--- src/sv/hpid_pkg.sv ---
// Shared types, widths, constants and the command clamp for the heading PID block
`timescale 1ns / 1ps

package hpid_pkg;

    // field and datapath widths
    localparam int HEAD_W = 17;   // heading and wrapped error
    localparam int DIFF_W = 18;   // raw difference of two headings
    localparam int WRAP_W = 20;   // headroom for the wrap adds
    localparam int GAIN_W = 32;   // Q16.16 gains, limits, integrator, command
    localparam int PROD_W = 50;   // gain times error or measurement change
    localparam int SUM_W  = 52;   // sum of all terms, exact
    localparam int CFG_IDX_W = 3;

    typedef logic signed [HEAD_W-1:0] heading_t;
    typedef logic signed [DIFF_W-1:0] diff_t;
    typedef logic signed [WRAP_W-1:0] wrap_t;
    typedef logic signed [GAIN_W-1:0] q16_t;
    typedef logic signed [PROD_W-1:0] prod_t;
    typedef logic signed [SUM_W-1:0]  sum_t;

    // register indexes of the configuration channel
    typedef enum logic [CFG_IDX_W-1:0] {
        CFG_KP   = 3'd0,
        CFG_KI   = 3'd1,
        CFG_KD   = 3'd2,
        CFG_LOW  = 3'd3,
        CFG_HIGH = 3'd4
    } cfg_idx_t;

    // angle constants in centidegrees
    localparam wrap_t HALF_TURN = 20'sd18000;
    localparam wrap_t FULL_TURN = 20'sd36000;
    localparam wrap_t TWO_TURNS = 20'sd72000;

    // high tested first; reversed limits give high above it, low at or below it
    function automatic q16_t clamp_cmd(input sum_t v, input q16_t lo, input q16_t hi);
        sum_t lo_x;
        sum_t hi_x;
        lo_x = SUM_W'(lo);
        hi_x = SUM_W'(hi);
        if (v > hi_x)
            return hi;
        else if (v < lo_x)
            return lo;
        else
            return v[GAIN_W-1:0];
    endfunction

endpackage

--- src/sv/hpid_err_wrap.sv ---
// Heading error wrap into one turn, followed by saturation to one full turn
`timescale 1ns / 1ps

module hpid_err_wrap (
    input  hpid_pkg::diff_t    diff,
    output hpid_pkg::heading_t err
);

    hpid_pkg::wrap_t d0;
    hpid_pkg::wrap_t d1;
    hpid_pkg::wrap_t d2;
    hpid_pkg::wrap_t d3;

    assign d0 = hpid_pkg::WRAP_W'(diff);

    // add a turn beyond half a turn, take two off beyond a full turn, then saturate
    always_comb
    begin
        if (d0 > hpid_pkg::HALF_TURN || d0 < -hpid_pkg::HALF_TURN)
            d1 = d0 + hpid_pkg::FULL_TURN;
        else
            d1 = d0;

        if (d1 > hpid_pkg::FULL_TURN || d1 < -hpid_pkg::FULL_TURN)
            d2 = d1 - hpid_pkg::TWO_TURNS;
        else
            d2 = d1;

        if (d2 > hpid_pkg::FULL_TURN)
            d3 = hpid_pkg::FULL_TURN;
        else if (d2 < -hpid_pkg::FULL_TURN)
            d3 = -hpid_pkg::FULL_TURN;
        else
            d3 = d2;
    end

    assign err = d3[hpid_pkg::HEAD_W-1:0];

endmodule

--- config.mk ---
export PLATFORM = sky130hd
export DESIGN_NAME = hpid_err_wrap
export DESIGN_NICKNAME = d
export VERILOG_FILES = /design/src/sv/hpid_pkg.sv /design/src/sv/hpid_err_wrap.sv
export SDC_FILE = /design/constraint.sdc
export NUM_CORES = 1
export LEC_CHECK = 0
export BUFFER_PORTS_ARGS = -buffer_cell sky130_fd_sc_hd__buf_2
export CORE_ASPECT_RATIO = 0.5
export CORE_UTILIZATION = 40
export DETAILED_ROUTE_END_ITERATION = 12
export SLEW_MARGIN = 20
export SYNTH_ARGS = -nofsm -noshare
export SYNTH_HDL_FRONTEND = slang
export SYNTH_SLANG_ARGS = --single-unit
--- constraint.sdc ---
create_clock -name vclk -period 9.7
set_clock_uncertainty 0.2 [all_clocks]
set_input_delay 0.485 -clock vclk [all_inputs]
set_output_delay 0.485 -clock vclk [all_outputs]
set_load 0.03 [all_outputs]
== After elaboration in Yosys (flattened, before gate mapping) ==
Cells that the tools add are included.

* Bits in registers: 0
* Input bits: 18
* Output and inout port bits: 17

* Add/subtract/negate cells: 2
* Multiplexer cells: 4
* Reductions and logical operators: 2
* Order comparisons: 6

{| class="wikitable"
|+ Operator list
! kind !! count
|-
| 20-bit by 17-bit > comparator with 1-bit output (second input constant) || 2
|-
| 20-bit by 17-bit < comparator with 1-bit output (second input constant) || 2
|-
| 20-bit 2-to-1 mux || 2
|-
| 17-bit 2-to-1 mux || 2
|-
| 20-bit by 18-bit subtractor with 20-bit output (second input constant) || 1
|-
| 18-bit by 17-bit adder with 19-bit output (second input constant) || 1
|-
| 18-bit by 16-bit > comparator with 1-bit output (second input constant) || 1
|-
| 18-bit by 16-bit < comparator with 1-bit output (second input constant) || 1
|-
| 1-bit logical OR || 2
|}

== Longest topological paths before layout ==
* Word-level depth: 9
* Mapped depth: 17
* Depth with buffers taken out: 14

== Least setup slack after synthesis ==
Ideal clock, no wire load.

* Kind: input port to output port
* Start point: input diff[12]
* End point: output err[12]
* Slack: 4937 ps
* Buffers on the path: 2
* Stages on the path: 12
* Data required time: 9015 ps
* Data arrival time: 4078 ps
* Path through: buf_2 -> or3_4 -> a211oi_2 -> o22ai_2 -> a211o_4 -> xnor2_4 -> o31a_4 -> buf_12 -> a21o_2 -> or3_2 -> xnor2_1 -> a221oi_1

* Longest elaborated chain between the ends: 9
* Elaborated cells between the ends (all ways): 14
* Those cells by class: 2 x add/sub; 6 x order compare; 4 x mux; 2 x reduce/logical

{| class="wikitable"
|+ RTL lines
! element !! line !! RTL
|-
| start: declaration || hpid_err_wrap.sv:5 || <nowiki>input hpid_pkg::diff_t diff,</nowiki>
|-
| 18-bit by 16-bit > comparator with 1-bit output or 18-bit by 16-bit < comparator with 1-bit output (tied branches) || hpid_err_wrap.sv:19 || <nowiki>if (d0 > hpid_pkg::HALF_TURN || d0 < -hpid_pkg::HALF_TURN)</nowiki>
|-
| 1-bit logical OR || hpid_err_wrap.sv:19 ||
|-
| 20-bit 2-to-1 mux * || hpid_err_wrap.sv:19 ||
|-
| 20-bit by 17-bit > comparator with 1-bit output or 20-bit by 17-bit < comparator with 1-bit output (tied branches) || hpid_err_wrap.sv:24 || <nowiki>if (d1 > hpid_pkg::FULL_TURN || d1 < -hpid_pkg::FULL_TURN)</nowiki>
|-
| 1-bit logical OR || hpid_err_wrap.sv:24 ||
|-
| 20-bit 2-to-1 mux * || hpid_err_wrap.sv:24 ||
|-
| 20-bit by 17-bit < comparator with 1-bit output || hpid_err_wrap.sv:31 || <nowiki>else if (d2 < -hpid_pkg::FULL_TURN)</nowiki>
|-
| 17-bit 2-to-1 mux || hpid_err_wrap.sv:31 ||
|-
| 17-bit 2-to-1 mux * || hpid_err_wrap.sv:29 || <nowiki>if (d2 > hpid_pkg::FULL_TURN)</nowiki>
|-
| end: declaration || hpid_err_wrap.sv:6 || <nowiki>output hpid_pkg::heading_t err</nowiki>
|}

Mark *: on every way between the ends. The rest lies on a longest branch, timed or not.

== Worst setup path in the final report ==
* Start point: input diff[11]
* End point: output err[12]

Same word-level chain as after synthesis.

==> flow_summary.yaml <==
global_route:
  grt_max_degree: 21
  grt_pass1_wl_um: 9360
  use_met2_pct: 35.6
  top_usage_layer: "met1"
  grt_pass1_vias: 1882
  use_met3_pct: 0.696
  gr-usage-met1_pct: 36.1
  grt_use_total_pct: 22.9
  grt-ovfl-total: 0
  antenna_found_initial: 0
die:
  die_y_um: 50.7
  die_x_um: 99.3
  start_util_pct: 42.4
  dieArea_um2: 5030
  io_pins: 35
  num_rows: 17
  design.core.area_um2: 4470
power_and_ir_drop:
  vdd_ir_drop_max_mv: 0.0450
  powerDensity_nw_per_um2: 96.2
  p_int_uw: 67.6
  p_leak_uw: 0.000738
  p_seq_share_pct: 0
  p_sw_share_pct: 64.8
  p_switching_uw: 125
  pwr-share-clk_pct: 0
  combPwrFrac_pct: 100.0
timing:
  drv_slew: 0
  worstMarginPinSlew_ps: 892
  max_freq_ghz: 0.195
  max_slew_margin_pct: 40.2
  finalSetupViolCount: 0
  hold_viol_final: 0
  whs_ps: 1130
  rsz0062_at_grt: "false"
  post-route-period-util_pct: 53.0
  fin_crit_ps: 5140
  tns_ps: 0
routing:
  num_vias: 2118
  ant_nets: 0
  dr.pass1.iters: 5
  wl_um: 5620
  viasPerCell: 6.30
  dr.first_iter.drc_count: 130
  drc: 0
  wl_per_cell_um: 16.7
placed_design:
  portBuffers: 35
  hpwl_um: 4470
  gp_congestion: 0.821
finish:
  clkbuf_count: 0
  design.seq.count: 0
  n_fill_cell: 457
  diodes: 0
  layout-drive-gt1-share_pct: 25.8
  register_area_um2: 0
  final_nets: 302
  syn2layout_area_growth_pct: 5.48
  multi_input_area_um2: 1730
clock_network:
  post-cts-setup-buffers: 0
  cts_resized: 0
  holdBufCountCts: 0
outcome:
  status: "finished, final reports clean"
setup_path:
  crit_path_max_incr_delay_ps: 560
  cp.required_ps: 9020
  endpoint_kind: "output port"
  critical_path_class: "in -> out"
  critPathLaunchType: "primary input"
  cpMaxStageDelayCell: "a21oi_2"
  cp.arrival_ps: 4450
  path_max_fanout: 13
  worstPathCellList: "buf_2, or3_4, a211oi_2, o22ai_2, a21oi_2, nand2_1, xnor2_1, ha_1, a21oi_1, mux2i_1, a21oi_1, o22a_2, o22ai_2, o311ai_4, a221oi_1, buf_2"
yosys:
  synth_xor_area_share_pct: 10.1
  syn_inst: 266
  yosysMostFrequentCell: "a21oi_1"
  synth_area_leader_cell: "a21oi_1"
  syn-cell-area_um2: 1890
  syn_nets: 287
  synth_compound_area_share_pct: 46.4
  synthSimpleGateAreaFrac_pct: 25.3
  yosysTopAreaCellShare_pct: 6.61
  yosysSeqAreaShare_pct: 0
  synthAdderAreaFrac_pct: 1.98
  yosysUniqueCellTypes: 72
  avgSynthCellArea_um2: 7.12
  ys_top_cells_by_area: "a21oi_1, xnor2_1, nand2_1"
  yosys_warnings: 0
  yosys-top-cells-count: "a21oi_1, nand2_1, nor2_1"
  synthMuxAreaShare_pct: 7.33
  synth_top_family_by_area: "compound AO/OA/AOI/OAI gates"
flow_run:
  cap_violations: 0
worst_hold_path:
  hold_class: "in -> out"
## metal layers
metal  part of all wire, %  wire length, um
met5                     0                0
met4                     0                0
met3                   6.0              337
met2                    42             2360
met1                    52             2920
## final cells by class
class / instances / share of cell area, %
inverters: 7 / 1.31
repair buffers: 35 / 8.77
well taps: 57 / 3.57
multi-input cells: 237 / 86.3
## metrics by stage
step	setup WS [ps]	utilization, %	cell area, um2	power, uW	cells
global route	4340	44.7	2000	209	336
finish	4560	44.7	2000	192	336
global placement	4630	44.7	2000	189	336
floorplan	4940	-	1890	153	266
CTS	4640	44.7	2000	190	336
detailed placement	4650	44.7	2000	189	336
## final timing paths
path	from	to	cells past startpoint
setup / recovery	diff[11]	err[12]	16
hold / removal	diff[0]	err[0]	4
## placed cells by master, fill, tap and decap left out, drive strengths merged, types with 3 or more instances in the layout
cell / netlist / final
buf: 18 / 35
a21oi: 28 / 28
nand2: 22 / 22
o21ai: 21 / 21
nor2: 18 / 18
xnor2: 13 / 13
nand3: 12 / 12
nor3: 11 / 11
a211oi: 10 / 10
o211ai: 8 / 8
inv: 7 / 7
mux2i: 7 / 7
mux2: 5 / 5
or3: 5 / 5
xor2: 5 / 5
a31oi: 4 / 4
nand2b: 4 / 4
and3: 4 / 4
a221oi: 4 / 4
and2: 4 / 4
a21o: 4 / 4
nand4: 3 / 3
o21a: 3 / 3
ha: 3 / 3
o311ai: 3 / 3
o2111ai: 3 / 3
a211o: 3 / 3
## cells by family (layout without fill, tap and decap cells)
group | Yosys count | count (layout)
multiplexers | 12 | 12
AND/OR/NAND/NOR | 93 | 93
XOR/XNOR | 18 | 18
AO/OA/AOI/OAI | 111 | 111
adder cells (fa/ha/maj) | 3 | 3
buffers and inverters | 29 | 42
## power by group through the flow
stage	combinational [uW]	sequential [uW]	clock (uW)
2_1_floorplan	153	0	0
3_3_place_gp	189	0	0
3_5_place_dp	189	0	0
4_1_cts	190	0	0
5_1_grt	209	0	0
6_report	192	0	0
## worst max-delay path: cells and delay by family
kind | cells | cell delay (ps)
AOI/OAI and AO/OA | 9 | 2270
and+or+nand+nor | 2 | 570
buffers and inverters | 2 | 380
adders and majority gates | 1 | 330
xor gates and xnor gates | 1 | 290
muxes | 1 | 110
No activity file was read; power rests on OpenSTA's default activity.
